**config.mk**
```make
export PLATFORM = sky130hd
export DESIGN_NAME = periodic_timer_table
export DESIGN_NICKNAME = d
export VERILOG_FILES = /design/src/sv/ptt_pkg.sv /design/src/sv/ptt_front.sv /design/src/sv/ptt_cmd_fifo.sv /design/src/sv/ptt_back.sv /design/src/sv/periodic_timer_table.sv
export VERILOG_INCLUDE_DIRS = /design/src /design/src/sv
export SDC_FILE = /design/constraint.sdc
export NUM_CORES = 1
export LEC_CHECK = 0
export BUFFER_PORTS_ARGS = -buffer_cell sky130_fd_sc_hd__buf_2
export CAP_MARGIN = 20
export CORE_MARGIN = 2
export CORE_UTILIZATION = 30
export CTS_CLUSTER_DIAMETER = 50
export DETAILED_ROUTE_END_ITERATION = 12
export SYNTH_ARGS = -nofsm -noshare
export SYNTH_HDL_FRONTEND = slang
export SYNTH_HIERARCHICAL = 1
export SYNTH_SLANG_ARGS = --single-unit
```
**constraint.sdc**
```tcl
create_clock -name aclk -period 5.3 [get_ports aclk]
set_input_delay 0.795 -clock aclk [delete_from_list [all_inputs] [get_ports aclk]]
set_output_delay 0.795 -clock aclk [all_outputs]
set_load 0.005 [all_outputs]
```
**src/sv/periodic_timer_table_defines.svh**
```systemverilog
// Assertion macros shared by the periodic timer table RTL.
// No dependencies; included by the top level.
`ifndef PERIODIC_TIMER_TABLE_DEFINES_SVH
`define PERIODIC_TIMER_TABLE_DEFINES_SVH

// same-cycle implication, disabled during reset
`define PTT_ASSERT_IMPL(lbl, clk, rstn, ante, cons) \
    lbl: assert property (@(posedge clk) disable iff (!rstn) (ante) |-> (cons)) \
        else $error("periodic_timer_table: check failed");

// next-cycle implication, disabled during reset
`define PTT_ASSERT_NEXT(lbl, clk, rstn, ante, cons) \
    lbl: assert property (@(posedge clk) disable iff (!rstn) (ante) |=> (cons)) \
        else $error("periodic_timer_table: check failed");

`endif

```
**src/sv/ptt_pkg.sv**
```systemverilog
// Package for the periodic timer table: payload structs, command struct, codes.
// No dependencies.
package ptt_pkg;

    localparam int TIME_W   = 32;
    localparam int ENTRY_W  = 3;
    localparam int DEF_SLOTS = 8;
    localparam int CQ_DEPTH = 2;

    localparam logic [1:0] OP_TICK  = 2'd0;
    localparam logic [1:0] OP_ADD   = 2'd1;
    localparam logic [1:0] OP_PAUSE = 2'd2;

    localparam logic [1:0] KIND_FIRED = 2'd0;
    localparam logic [1:0] KIND_ADDED = 2'd1;
    localparam logic [1:0] KIND_FULL  = 2'd2;

    localparam logic [1:0] CMD_TICK  = 2'd0;
    localparam logic [1:0] CMD_ADD   = 2'd1;
    localparam logic [1:0] CMD_PAUSE = 2'd2;

    typedef struct packed {
        logic [1:0]        operation;
        logic [TIME_W-1:0] now_ms;
        logic [TIME_W-1:0] period_ms;
        logic [TIME_W-1:0] first_due_ms;
        logic [2:0]        slot_index;
        logic              pause_flag;
    } in_item_t;

    typedef struct packed {
        logic [1:0]         kind;
        logic [ENTRY_W-1:0] entry_index;
        logic               last;
    } out_item_t;

    typedef struct packed {
        logic [1:0]        kind;
        logic              wrap;
        logic [TIME_W-1:0] now;
        logic [TIME_W-1:0] period;
        logic [TIME_W-1:0] first;
        logic [2:0]        slot;
        logic              pause;
    } cmd_t;

endpackage

```
**src/sv/ptt_front.sv**
```systemverilog
// Front end: accepts input transfers, decodes the operation, detects time wrap.
// Depends on ptt_pkg.
module ptt_front (
    input  logic              aclk,
    input  logic              aresetn,
    input  logic              s_valid,
    output logic              s_ready,
    input  ptt_pkg::in_item_t s_data,
    output logic              cq_valid,
    input  logic              cq_ready,
    output ptt_pkg::cmd_t     cq_data
);

    logic [ptt_pkg::TIME_W-1:0] prev_reg, prev_next;
    logic                       acc;
    logic                       known;

    assign s_ready = cq_ready;
    assign acc     = s_valid && cq_ready;
    assign known   = (s_data.operation == ptt_pkg::OP_TICK) ||
                     (s_data.operation == ptt_pkg::OP_ADD) ||
                     (s_data.operation == ptt_pkg::OP_PAUSE);
    assign cq_valid = s_valid && known;

    always_comb begin
        cq_data        = '0;
        cq_data.wrap   = s_data.now_ms < prev_reg;
        cq_data.now    = s_data.now_ms;
        cq_data.period = s_data.period_ms;
        cq_data.first  = s_data.first_due_ms;
        cq_data.slot   = s_data.slot_index;
        cq_data.pause  = s_data.pause_flag;
        unique case (s_data.operation)
            ptt_pkg::OP_TICK:  cq_data.kind = ptt_pkg::CMD_TICK;
            ptt_pkg::OP_ADD:   cq_data.kind = ptt_pkg::CMD_ADD;
            ptt_pkg::OP_PAUSE: cq_data.kind = ptt_pkg::CMD_PAUSE;
            default:           cq_data.kind = ptt_pkg::CMD_TICK;
        endcase
    end

    always_comb begin
        prev_next = prev_reg;
        if (acc && s_data.operation == ptt_pkg::OP_TICK) begin
            prev_next = s_data.now_ms;
        end
    end

    always_ff @(posedge aclk) begin
        if (!aresetn) begin
            prev_reg <= '0;
        end else begin
            prev_reg <= prev_next;
        end
    end

endmodule

```
**src/sv/ptt_cmd_fifo.sv**
```systemverilog
// Short command queue between front end and back end.
// Depends on ptt_pkg.
module ptt_cmd_fifo (
    input  logic          aclk,
    input  logic          aresetn,
    input  logic          in_valid,
    output logic          in_ready,
    input  ptt_pkg::cmd_t in_data,
    output logic          out_valid,
    input  logic          out_ready,
    output ptt_pkg::cmd_t out_data
);

    localparam int AW = (ptt_pkg::CQ_DEPTH > 1) ? $clog2(ptt_pkg::CQ_DEPTH) : 1;
    localparam int NW = $clog2(ptt_pkg::CQ_DEPTH + 1);
    localparam logic [NW-1:0] FULL_N = NW'(ptt_pkg::CQ_DEPTH);
    localparam logic [AW-1:0] LAST_P = AW'(ptt_pkg::CQ_DEPTH - 1);

    ptt_pkg::cmd_t   q_mem [ptt_pkg::CQ_DEPTH];
    logic [AW-1:0]   wr_reg, wr_next, rd_reg, rd_next;
    logic [NW-1:0]   num_reg, num_next;
    logic            push, pop;

    assign in_ready  = num_reg != FULL_N;
    assign out_valid = num_reg != '0;
    assign out_data  = q_mem[rd_reg];
    assign push      = in_valid && in_ready;
    assign pop       = out_valid && out_ready;

    always_comb begin
        wr_next  = push ? ((wr_reg == LAST_P) ? '0 : wr_reg + 1'b1) : wr_reg;
        rd_next  = pop  ? ((rd_reg == LAST_P) ? '0 : rd_reg + 1'b1) : rd_reg;
        num_next = num_reg;
        if (push && !pop) begin
            num_next = num_reg + 1'b1;
        end else if (pop && !push) begin
            num_next = num_reg - 1'b1;
        end
    end

    always_ff @(posedge aclk) begin
        if (!aresetn) begin
            wr_reg  <= '0;
            rd_reg  <= '0;
            num_reg <= '0;
        end else begin
            wr_reg  <= wr_next;
            rd_reg  <= rd_next;
            num_reg <= num_next;
        end
    end

    always_ff @(posedge aclk) begin
        if (push) begin
            q_mem[wr_reg] <= in_data;
        end
    end

endmodule

```
**src/sv/ptt_back.sv**
```systemverilog
// Back end: timer entry memories, entry walk for ticks, add and pause, result register.
// Depends on ptt_pkg.
module ptt_back #(
    parameter int SLOTS = ptt_pkg::DEF_SLOTS
) (
    input  logic                       aclk,
    input  logic                       aresetn,
    input  logic                       cmd_valid,
    output logic                       cmd_ready,
    input  ptt_pkg::cmd_t              cmd,
    output logic                       m_valid,
    input  logic                       m_ready,
    output ptt_pkg::out_item_t         m_data,
    output logic [$clog2(SLOTS+1)-1:0] entry_cnt
);

    localparam int IW   = (SLOTS > 1) ? $clog2(SLOTS) : 1;
    localparam int CW   = $clog2(SLOTS + 1);
    localparam int CMPW = (CW > ptt_pkg::ENTRY_W) ? CW : ptt_pkg::ENTRY_W;
    localparam int TW   = ptt_pkg::TIME_W;
    localparam logic [CW-1:0] CNT_MAX = CW'(SLOTS);

    localparam logic [1:0] ST_IDLE  = 2'd0;
    localparam logic [1:0] ST_WALK  = 2'd1;
    localparam logic [1:0] ST_FLUSH = 2'd2;

    logic [TW-1:0] due_mem [SLOTS];
    logic [TW-1:0] ivl_mem [SLOTS];
    logic          aw_mem  [SLOTS];
    logic          pz_mem  [SLOTS];

    logic [1:0]    state_reg, state_next;
    logic [CW-1:0] cnt_reg, cnt_next;
    logic [CW-1:0] rd_idx_reg, rd_idx_next;
    logic          ev_vld_reg, ev_vld_next;
    logic          pend_vld_reg, pend_vld_next;
    logic [IW-1:0] pend_idx_reg, pend_idx_next;
    logic          out_vld_reg, out_vld_next;
    ptt_pkg::out_item_t out_data_reg;
    ptt_pkg::cmd_t cur_reg;
    logic [IW-1:0] ev_idx_reg;
    logic [TW-1:0] due_q, ivl_q;
    logic          aw_q, pz_q;

    logic          out_free, push, cur_load, rd_en, more, ev_ok, adv, slot_ok;
    ptt_pkg::out_item_t push_data;
    logic [IW-1:0] rd_addr, wr_addr;
    logic          due_we, ivl_we, aw_we, pz_we;
    logic [TW-1:0] due_wd;
    logic          aw_wd, pz_wd;

    logic [TW-1:0] due_w, new_due;
    logic          aw_w, is_due, fire, new_aw;
    logic [TW:0]   sum;

    assign out_free  = !out_vld_reg || m_ready;
    assign m_valid   = out_vld_reg;
    assign m_data    = out_data_reg;
    assign entry_cnt = cnt_reg;
    assign rd_addr   = rd_idx_reg[IW-1:0];
    assign more      = rd_idx_reg < cnt_reg;
    assign slot_ok   = CMPW'(cmd.slot) < CMPW'(cnt_reg);

    // per-entry tick update
    always_comb begin
        aw_w    = cur_reg.wrap ? 1'b0 : aw_q;
        due_w   = (cur_reg.wrap && !aw_q) ? '0 : due_q;
        is_due  = !aw_w && (cur_reg.now >= due_w);
        sum     = {1'b0, due_w} + {1'b0, ivl_q};
        new_due = is_due ? sum[TW-1:0] : due_w;
        new_aw  = is_due ? (!cur_reg.wrap && sum[TW]) : aw_w;
        fire    = is_due && !pz_q;
    end

    assign ev_ok = !(fire && pend_vld_reg && !out_free);
    assign adv   = !ev_vld_reg || ev_ok;

    always_comb begin
        state_next    = state_reg;
        cnt_next      = cnt_reg;
        rd_idx_next   = rd_idx_reg;
        ev_vld_next   = ev_vld_reg;
        pend_vld_next = pend_vld_reg;
        pend_idx_next = pend_idx_reg;
        cmd_ready     = 1'b0;
        cur_load      = 1'b0;
        rd_en         = 1'b0;
        push          = 1'b0;
        push_data     = '0;
        wr_addr       = ev_idx_reg;
        due_we        = 1'b0;
        ivl_we        = 1'b0;
        aw_we         = 1'b0;
        pz_we         = 1'b0;
        due_wd        = new_due;
        aw_wd         = new_aw;
        pz_wd         = cmd.pause;
        unique case (state_reg)
            ST_IDLE: begin
                cmd_ready = (cmd.kind != ptt_pkg::CMD_ADD) || out_free;
                if (cmd_valid && cmd_ready) begin
                    unique case (cmd.kind)
                        ptt_pkg::CMD_TICK: begin
                            cur_load    = 1'b1;
                            rd_idx_next = '0;
                            if (cnt_reg != '0) begin
                                state_next = ST_WALK;
                            end
                        end
                        ptt_pkg::CMD_ADD: begin
                            push = 1'b1;
                            if (cnt_reg < CNT_MAX) begin
                                wr_addr   = cnt_reg[IW-1:0];
                                due_we    = 1'b1;
                                ivl_we    = 1'b1;
                                aw_we     = 1'b1;
                                pz_we     = 1'b1;
                                due_wd    = cmd.first;
                                aw_wd     = 1'b0;
                                cnt_next  = cnt_reg + 1'b1;
                                push_data.kind        = ptt_pkg::KIND_ADDED;
                                push_data.entry_index = ptt_pkg::ENTRY_W'(cnt_reg);
                            end else begin
                                push_data.kind = ptt_pkg::KIND_FULL;
                            end
                            push_data.last = 1'b1;
                        end
                        ptt_pkg::CMD_PAUSE: begin
                            wr_addr = IW'(cmd.slot);
                            pz_we   = slot_ok;
                        end
                        default: ;
                    endcase
                end
            end
            ST_WALK: begin
                rd_en = adv && more;
                if (adv) begin
                    ev_vld_next = more;
                end
                if (rd_en) begin
                    rd_idx_next = rd_idx_reg + 1'b1;
                end
                if (ev_vld_reg && ev_ok) begin
                    due_we = 1'b1;
                    aw_we  = 1'b1;
                    if (fire) begin
                        push                  = pend_vld_reg;
                        push_data.kind        = ptt_pkg::KIND_FIRED;
                        push_data.entry_index = ptt_pkg::ENTRY_W'(pend_idx_reg);
                        pend_idx_next         = ev_idx_reg;
                        pend_vld_next         = 1'b1;
                    end
                end
                if (!ev_vld_reg && !more) begin
                    state_next = ST_FLUSH;
                end
            end
            ST_FLUSH: begin
                if (!pend_vld_reg) begin
                    state_next = ST_IDLE;
                end else if (out_free) begin
                    push                  = 1'b1;
                    push_data.kind        = ptt_pkg::KIND_FIRED;
                    push_data.entry_index = ptt_pkg::ENTRY_W'(pend_idx_reg);
                    push_data.last        = 1'b1;
                    pend_vld_next         = 1'b0;
                    state_next            = ST_IDLE;
                end
            end
            default: state_next = ST_IDLE;
        endcase
    end

    always_comb begin
        out_vld_next = out_vld_reg;
        if (push) begin
            out_vld_next = 1'b1;
        end else if (m_ready) begin
            out_vld_next = 1'b0;
        end
    end

    always_ff @(posedge aclk) begin
        if (!aresetn) begin
            state_reg    <= ST_IDLE;
            cnt_reg      <= '0;
            rd_idx_reg   <= '0;
            ev_vld_reg   <= 1'b0;
            pend_vld_reg <= 1'b0;
            out_vld_reg  <= 1'b0;
        end else begin
            state_reg    <= state_next;
            cnt_reg      <= cnt_next;
            rd_idx_reg   <= rd_idx_next;
            ev_vld_reg   <= ev_vld_next;
            pend_vld_reg <= pend_vld_next;
            out_vld_reg  <= out_vld_next;
        end
    end

    always_ff @(posedge aclk) begin
        pend_idx_reg <= pend_idx_next;
        if (push) begin
            out_data_reg <= push_data;
        end
        if (cur_load) begin
            cur_reg <= cmd;
        end
        if (rd_en) begin
            ev_idx_reg <= rd_addr;
            due_q      <= due_mem[rd_addr];
            ivl_q      <= ivl_mem[rd_addr];
            aw_q       <= aw_mem[rd_addr];
            pz_q       <= pz_mem[rd_addr];
        end
    end

    always_ff @(posedge aclk) begin
        if (due_we) begin
            due_mem[wr_addr] <= due_wd;
        end
        if (ivl_we) begin
            ivl_mem[wr_addr] <= cmd.period;
        end
        if (aw_we) begin
            aw_mem[wr_addr] <= aw_wd;
        end
        if (pz_we) begin
            pz_mem[wr_addr] <= pz_wd;
        end
    end

endmodule

```
**src/sv/periodic_timer_table.sv**
```systemverilog
// Top level of the periodic timer table: front end, command queue, back end.
// Depends on ptt_pkg, ptt_front, ptt_cmd_fifo, ptt_back, periodic_timer_table_defines.svh.
//
// Usage:
//   s_valid/s_ready/s_data carry operations: tick (current ms time), add timer,
//   set pause. m_valid/m_ready/m_data carry results: fired index, added index,
//   or table full, with last marking the final result of one operation.
//   A two-entry command queue decouples input acceptance from execution.
//   Add: the command passes through the command queue and its result is
//   registered in the output register. Set pause: applied from the queue,
//   no result. Unknown operation codes are dropped.
//   Tick: entries are walked one per cycle through the entry memories while
//   no fired entry is held back by a busy output register; each entry is read
//   into registers, updated and written back; a fired entry is held pending
//   before it moves to the output register. Ticks yielding no fired entry
//   produce no result.
//   Reset clears the entry count and previous time; the memories are not
//   cleared, an entry is only read after an add has written it.
//   When m_ready is low the output register holds its result; the walk keeps
//   one fired entry pending and stalls at the next fired entry until the
//   output register frees, and the queue then fills and drops s_ready.
`include "periodic_timer_table_defines.svh"

module periodic_timer_table #(
    parameter int SLOTS = ptt_pkg::DEF_SLOTS
) (
    input  logic               aclk,
    input  logic               aresetn,
    input  logic               s_valid,
    output logic               s_ready,
    input  ptt_pkg::in_item_t  s_data,
    output logic               m_valid,
    input  logic               m_ready,
    output ptt_pkg::out_item_t m_data
);

    localparam int CW = $clog2(SLOTS + 1);
    localparam logic [CW-1:0] CNT_MAX = CW'(SLOTS);

    logic          fq_valid, fq_ready, cq_valid, cq_ready;
    ptt_pkg::cmd_t fq_data, cq_data;
    logic [CW-1:0] entry_cnt;
    logic [ptt_pkg::ENTRY_W-1:0] exp_idx;

    ptt_front u_front (
        .aclk     (aclk),
        .aresetn  (aresetn),
        .s_valid  (s_valid),
        .s_ready  (s_ready),
        .s_data   (s_data),
        .cq_valid (fq_valid),
        .cq_ready (fq_ready),
        .cq_data  (fq_data)
    );

    ptt_cmd_fifo u_fifo (
        .aclk      (aclk),
        .aresetn   (aresetn),
        .in_valid  (fq_valid),
        .in_ready  (fq_ready),
        .in_data   (fq_data),
        .out_valid (cq_valid),
        .out_ready (cq_ready),
        .out_data  (cq_data)
    );

    ptt_back #(
        .SLOTS (SLOTS)
    ) u_back (
        .aclk      (aclk),
        .aresetn   (aresetn),
        .cmd_valid (cq_valid),
        .cmd_ready (cq_ready),
        .cmd       (cq_data),
        .m_valid   (m_valid),
        .m_ready   (m_ready),
        .m_data    (m_data),
        .entry_cnt (entry_cnt)
    );

    assign exp_idx = ptt_pkg::ENTRY_W'(entry_cnt - 1'b1);

    `PTT_ASSERT_IMPL(a_cnt_range, aclk, aresetn, 1'b1, entry_cnt <= CNT_MAX)
    `PTT_ASSERT_IMPL(a_full_cnt, aclk, aresetn, m_valid && m_data.kind == ptt_pkg::KIND_FULL, entry_cnt == CNT_MAX)
    `PTT_ASSERT_IMPL(a_added_idx, aclk, aresetn, m_valid && m_data.kind == ptt_pkg::KIND_ADDED, m_data.entry_index == exp_idx && m_data.last)
    `PTT_ASSERT_NEXT(a_cnt_grow, aclk, aresetn, !(cq_valid && cq_ready && cq_data.kind == ptt_pkg::CMD_ADD), $stable(entry_cnt))

endmodule

```
* After elaboration in Yosys (flattened, before gate mapping)
Memories as Yosys holds them, arrays and structs flattened. A register that Yosys moved wholly into a read port is not among the register bits.
Index checks and enable logic that the tools add are counted.
** Word-level totals
- Register bits after elaboration :: 94
- Bits in writable memories :: 734
- Memories :: 5
** Operators by class
- Add/subtract/negate cells :: 7
- $lt $le $gt $ge :: 5
- Eq/ne operators :: 16
- Mux-type cells :: 80
- Reduce and logical (&&, ||, !) cells :: 48
** Memories
- u_back.due_mem :: words 8, bits a word 32, read ports 1, clocked after Yosys merged registers in 1, wr ports 1, line ptt_back.sv:27 : logic [TW-1:0] due_mem [SLOTS];
- u_back.ivl_mem :: words 8, bits a word 32, read ports 1, clocked after Yosys merged registers in 1, wr ports 1, line ptt_back.sv:28 : logic [TW-1:0] ivl_mem [SLOTS];
- u_fifo.q_mem :: words 2, bits a word 103, read ports 1, clocked after Yosys merged registers in 1, wr ports 1, line ptt_cmd_fifo.sv:19 : ptt_pkg::cmd_t q_mem [ptt_pkg::CQ_DEPTH];
- u_back.aw_mem :: words 8, bits a word 1, read ports 1, clocked after Yosys merged registers in 1, wr ports 1, line ptt_back.sv:29 : logic aw_mem [SLOTS];
- u_back.pz_mem :: words 8, bits a word 1, read ports 1, clocked after Yosys merged registers in 1, wr ports 1, line ptt_back.sv:30 : logic pz_mem [SLOTS];
** Operators by type and width (count)
- two-way mux 32 bit :: 6
- two-way mux 1 bit :: 42
- adder 32 x 32 -> 33 bit :: 1
- greater-or-equal comparator 32 bit :: 1
- less-than comparator 32 bit :: 1
- two-way mux 4 bit :: 5
- two-way mux 2 bit :: 9
- logical AND 1 bit :: 17
- two-way mux 3 bit :: 5
- case mux 5 bit (3 select lines) :: 1
- != test 2 x 1 -> 1 bit, second input constant :: 7
- two-way mux 6 bit :: 2
- logical NOT 1 bit :: 11
- nonzero test 2 bit :: 5
- adder 4 x 1 -> 4 bit, second input constant :: 2
- case mux 1 bit (2 select lines) :: 4
- case mux 4 bit (2 select lines) :: 1
- AND reduction 4 bit :: 2
- == test 2 x 1 -> 1 bit, second input constant :: 3
- == test 2 bit, second input constant :: 3
- logical NOT 2 bit :: 3
- case mux 2 bit (3 select lines) :: 1
- case mux 3 bit (2 select lines) :: 1
- AND reduction 3 bit :: 2
- other kinds (15) :: 21

* Depth between registers and ports, before layout
- Depth in word-level cells :: 14
- Mapped depth :: 16
- Gate-level depth less buffers :: 15

* Hierarchy
Netlist, hierarchy kept.
** Modules (own cells, without submodules)
- ptt_back :: instances 1, cells each 1550, area each 27525.1 µm², sequential area each 19448.7 µm²
- ptt_cmd_fifo :: instances 1, cells each 344, area each 7689.9 µm², sequential area each 6286.0 µm²
- ptt_front :: instances 1, cells each 353, area each 2735.1 µm², sequential area each 640.6 µm²

* Least setup slack after synthesis
OpenSTA, ideal clock, no wires.
- Path type :: reg2reg
- Start point :: register u_back/cur_reg[100] (netlist name)
- End point :: memory u_back.aw_mem[0] (enable)
- Arrival time :: 4.104 ns
- Data required time :: 4.877 ns
- Slack :: 0.773 ns
- Stages on the path, launching flop included :: 15
- Path buffers :: 2
- Cell sequence :: edfxtp_1 -> nand2_1 -> buf_1 -> nand2_1 -> ha_1 -> a21o_1 -> a21o_1 -> a21oi_1 -> nor3_2 -> a2111oi_2 -> o22a_1 -> buf_6 -> or3_1 -> a31oi_2 -> nor2_1
** On the way
- Cells in the longest elaborated chain, start to end :: 13
- Elaborated cells between the ends (all ways) :: 15
- Those cells by class :: order compare (1); mux (6); reduce/logical (8)
** RTL lines
- start: declaration :: line ptt_back.sv:40 : ptt_pkg::cmd_t cur_reg;
- start signal: assignment :: line ptt_back.sv:208 : cur_reg <= cmd;
- logical AND 1 bit :: line ptt_back.sv:67 : due_w = (cur_reg.wrap && !aw_q) ? '0 : due_q;
- two-way mux 32 bit :: line ptt_back.sv:67
- greater-or-equal comparator 32 bit :: line ptt_back.sv:68 : is_due = !aw_w && (cur_reg.now >= due_w);
- logical AND 1 bit (*) :: line ptt_back.sv:68
- logical AND 1 bit (*) :: line ptt_back.sv:72 : fire = is_due && !pz_q;
- logical AND 1 bit (*) (2 in series) :: line ptt_back.sv:75 : assign ev_ok = !(fire && pend_vld_reg && !out_free);
- logical NOT 1 bit (*) :: line ptt_back.sv:75
- logical AND 1 bit (*) :: line ptt_back.sv:144 : if (ev_vld_reg && ev_ok) begin
- two-way mux 1 bit (*) :: line ptt_back.sv:144
- case mux 1 bit (2 select lines) (*) :: line ptt_back.sv:98 : unique case (state_reg)
- two-way mux 1 bit (*) :: line ptt_back.sv:226 : if (aw_we) begin
- two-way mux 1 bit (implied by the code) (*) :: line ptt_back.sv:227 : aw_mem[wr_addr] <= aw_wd;
- end: declaration :: line ptt_back.sv:29
Every way passes the cells marked *; elsewhere a longest branch is shown, timed or not.

* Worst setup path after layout
- Start point :: register u_back/cur_reg[100] (netlist name)
- End point :: memory u_back/due_mem[0][30] (netlist name), data pin
** On the way
- Cells in the longest elaborated chain, start to end :: 9
- Elaborated cells between the ends (all ways) :: 12
- Those cells by class :: add/sub (1); order compare (1); mux (7); reduce/logical (3)
** RTL lines
- logical AND 1 bit :: line ptt_back.sv:67
- two-way mux 32 bit :: line ptt_back.sv:67
- greater-or-equal comparator 32 bit :: line ptt_back.sv:68
- logical AND 1 bit :: line ptt_back.sv:68
- two-way mux 32 bit (*) :: line ptt_back.sv:70 : new_due = is_due ? sum[TW-1:0] : due_w;
- two-way mux 32 bit :: line ptt_back.sv:112 : if (cnt_reg < CNT_MAX) begin
- two-way mux 32 bit :: line ptt_back.sv:102 : unique case (cmd.kind)
- two-way mux 32 bit :: line ptt_back.sv:101 : if (cmd_valid && cmd_ready) begin
- two-way mux 32 bit (*) :: line ptt_back.sv:98
- via u_back.due_wd[30] :: line ptt_back.sv:49 : logic [TW-1:0] due_wd;
- end: declaration :: line ptt_back.sv:27
Mark *: on every way through the listed nets, which the timed path passes. The rest lies on a longest branch.

==> impl_metrics.yaml <==
detailed_routing:
  vias_per_cell: 4.71
  routed-via-count: 19100
  drtIter0Drc: 1363
  routedWlPerCell_um: 20.5
  drc_errors: 0
  firstDrtPassIters: 5
  routed_wl_mm: 82.9
  postRouteAntennaNets: 0
worst_setup_path:
  crit_path_start_kind: "register"
  critical_path_required_ns: 5.66
  crit_fanout: 63
  crit_chain: "nand2_1 > nand2_1 > ha_1 > a21o_1 > a21o_1 > a21oi_1 > a21oi_1 > nor4bb_1 > o22a_2 > buf_12 > or4_1 > o21ai_1 > nor3_1"
  arrival_ns: 4.93
  slowest_stage: "nor4bb_1"
  slowest_delay_ns: 0.66
  r2r-start: "u_back/cur_reg[100]"
  critPathLaunch: "u_back/cur_reg[100]"
  critical_path_class: "register to register"
  endpoint_kind: "register"
clock_network:
  cts_resized: 0
  htreeDepth: 3
  postCtsSetupBuffers: 0
  cts.sinks: 895
  cts-root-buf: "clkbuf_16"
  clkLatencyLatePin_ns: 0.68
  clock_tree.buffer_depth: 3
  cts_hold_buf: 0
  cts_tree: "done"
  clk_pin_slew_ns: 0.06
  cts-buffers-inserted: 99
floorplan:
  die_h_um: 360
  die_area_um2: 129000
  start_util_pct: 30.2
  ios: 114
  die_x_um: 360
  design.core.area_um2: 126000
  rows: 130
sta:
  timing_hold_violations_final: 0
  worst_slack_ns: 0.736
  fin_worst_skew_ns: 0.0436
  fin_tns_setup_ns: 0
  tightest_slew_ns: 1.05
  min_period_ns: 4.56
  max-slew-margin-rel_pct: 29.6
  clock.fmax_ghz: 0.219
  grt_setup_unrepaired: "no"
  setup_viol: 0
  drv_slew: 0
  min_period_over_period_pct: 86.1
global_route:
  antenna_found_initial: 5
  first_global_vias: 19100
  grt_max_degree: 137
  grt_usage_pct: 12.7
  grt-ovfl-total: 0
  grt_pass1_wl_mm: 124
finish:
  utilization_pct: 34.5
  num_antenna_cells: 0
  reg_top3: "u_back/due_mem x256, u_back/ivl_mem x256, u_fifo/q_mem x206"
  layout-drive-gt1-share_pct: 26.6
  fin_nets: 2530
  area_growth_pct: 14.1
  num-fill-cells: 11900
synthesis:
  synth.distinct_cells: 79
  seq_area_frac_synth_pct: 69.5
  ys_warn_count: 6
  synthArstFlopShare_pct: 0
  synth_flop_cell: "edfxtp_1"
  synth_fp_nets: 2461
  synth_edf_count: 845
  ys_ff_latch: 895
  avgSynthCellArea_um2: 16.9
  syn_area_um2: 38000
  synth_cells: 2247
placement:
  io_buffers: 113
  dpl_worst_slack_ns: 0.790
  dp_hpwl_mm: 52.3
  place_congestion: 0.846
pwr:
  ir_drop_uv: 245
  power.total_w: 0.0178
  p_per_area_nw_per_um2: 411
  p_leak_nw: 14.2
job:
  cap_violations: 0
min_path:
  min_from: "s_data[34]"
  worstHoldPathType: "primary input to register"
outcome:
  outcome: "finished, final reports clean"
-- cell usage after synthesis (6+ instances only) --
library cell	number	share of area [%]
mux4_2	132	7.8
mux2_2	169	5.0
or3_1	7	0.12
mux2i_1	11	0.29
o21ai_0	46	0.61
nor2_1	80	0.79
nor3_1	17	0.22
clkbuf_1	42	0.42
a21oi_1	65	0.86
xnor2_1	15	0.35
dfxtp_1	50	2.6
ha_1	107	3.5
nand4_1	14	0.23
a21boi_0	9	0.18
nand3_1	23	0.30
buf_6	8	0.24
buf_1	11	0.11
o21a_1	12	0.24
a21o_1	28	0.55
and2_1	13	0.21
edfxtp_1	845	67
buf_2	18	0.24
buf_4	104	2.1
a21boi_1	33	0.65
nand2b_1	9	0.15
o211ai_1	6	0.12
inv_1	86	0.85
nor2b_1	11	0.18
a22o_1	6	0.14
xor2_1	12	0.28
nand2_1	167	1.7
-- kinds of logic (layout without fill, tap and decap cells) --
family	Yosys count	in the layout	share of synthesized area [%]
flops	895	895	69.5
simple gates	367	367	4.42
mux	312	312	13.1
buf+inv	271	425	3.93
compound gates	267	267	4.80
fa+ha+maj	108	108	3.58
xor+xnor	27	27	0.623
-- cell type report --
type                       instances  area (um2)  share of cell area, %
tap                             1650        2060                   4.77
timing repair buffer             152        1010                   2.33
clock inverter                    67         722                   1.67
multi-input combinational       1081       10200                   23.6
inverter                          87         329                  0.760
sequential                       895       26400                   61.0
clock buffer                     119        2550                   5.90
-- critical path: cells and delay by family, from the launching register on --
family                     cells  cell delay [ns]
DFF                            1             0.44
buffers and inverters          1             0.27
and+or+nand+nor                5             2.17
AOI/OAI and AO/OA              6             0.96
adders and majority gates      1             0.32
-- layout by cell type (no fill, tap or decap), types with 13 or more instances in the layout --
master / Yosys / final
buf_4: 104 / 27
clkbuf_1: 42 / 20
buf_2: 18 / 113
nor3_1: 17 / 17
a21oi_1: 65 / 65
nand2_1: 167 / 167
mux2_2: 169 / 169
a21boi_1: 33 / 33
nor2_4: 0 / 16
and2_1: 13 / 13
ha_1: 107 / 107
xnor2_1: 15 / 15
inv_1: 86 / 85
nor2_1: 80 / 64
mux4_2: 132 / 132
nand4_1: 14 / 14
clkinv_1: 0 / 23
clkbuf_16: 0 / 99
edfxtp_1: 845 / 845
a21o_1: 28 / 28
o21ai_0: 46 / 46
nand3_1: 23 / 22
dfxtp_1: 50 / 46
-- stage by stage --
stage / cell area [um2] / cells / hold slack, ns
finish: 43300 / 4051 / 0.302
global route: 43300 / 4051 / 0.264
detailed placement: 40000 / 3865 / 0.445
floorplan: 38000 / 2247 / 0.430
CTS: 43300 / 4051 / 0.250
global placement: 40000 / 3865 / 0.439
-- path summary, 6_finish.rpt --
path	to	slack [ns]	cells past startpoint
max	u_back/due_mem[0][30]	0.74	13
min	u_fifo/q_mem[1][34]	0.30	1
max reg2reg	u_back/due_mem[0][30]	0.74	13
min reg2reg	u_front/prev_reg[23]	0.45	2
-- power by group --
group / switching, W / total, W / internal [W] / leakage [nW]
Combinational: 0.00149 / 0.00223 / 0.000739 / 4.50
Sequential: 0.000143 / 0.00880 / 0.00866 / 8.10
Clock: 0.00287 / 0.00677 / 0.00390 / 1.56
-- layer usage --
layer	vias to the layer above	part of all wire (%)	track usage [%]
li1	8770	-	-
met1	9798	45	16.9
met2	374	49	21.2
met3	120	4.4	2.31
met4	10	2.2	3.46
met5	-	0.088	0
Power figures use the tool's default switching activity.
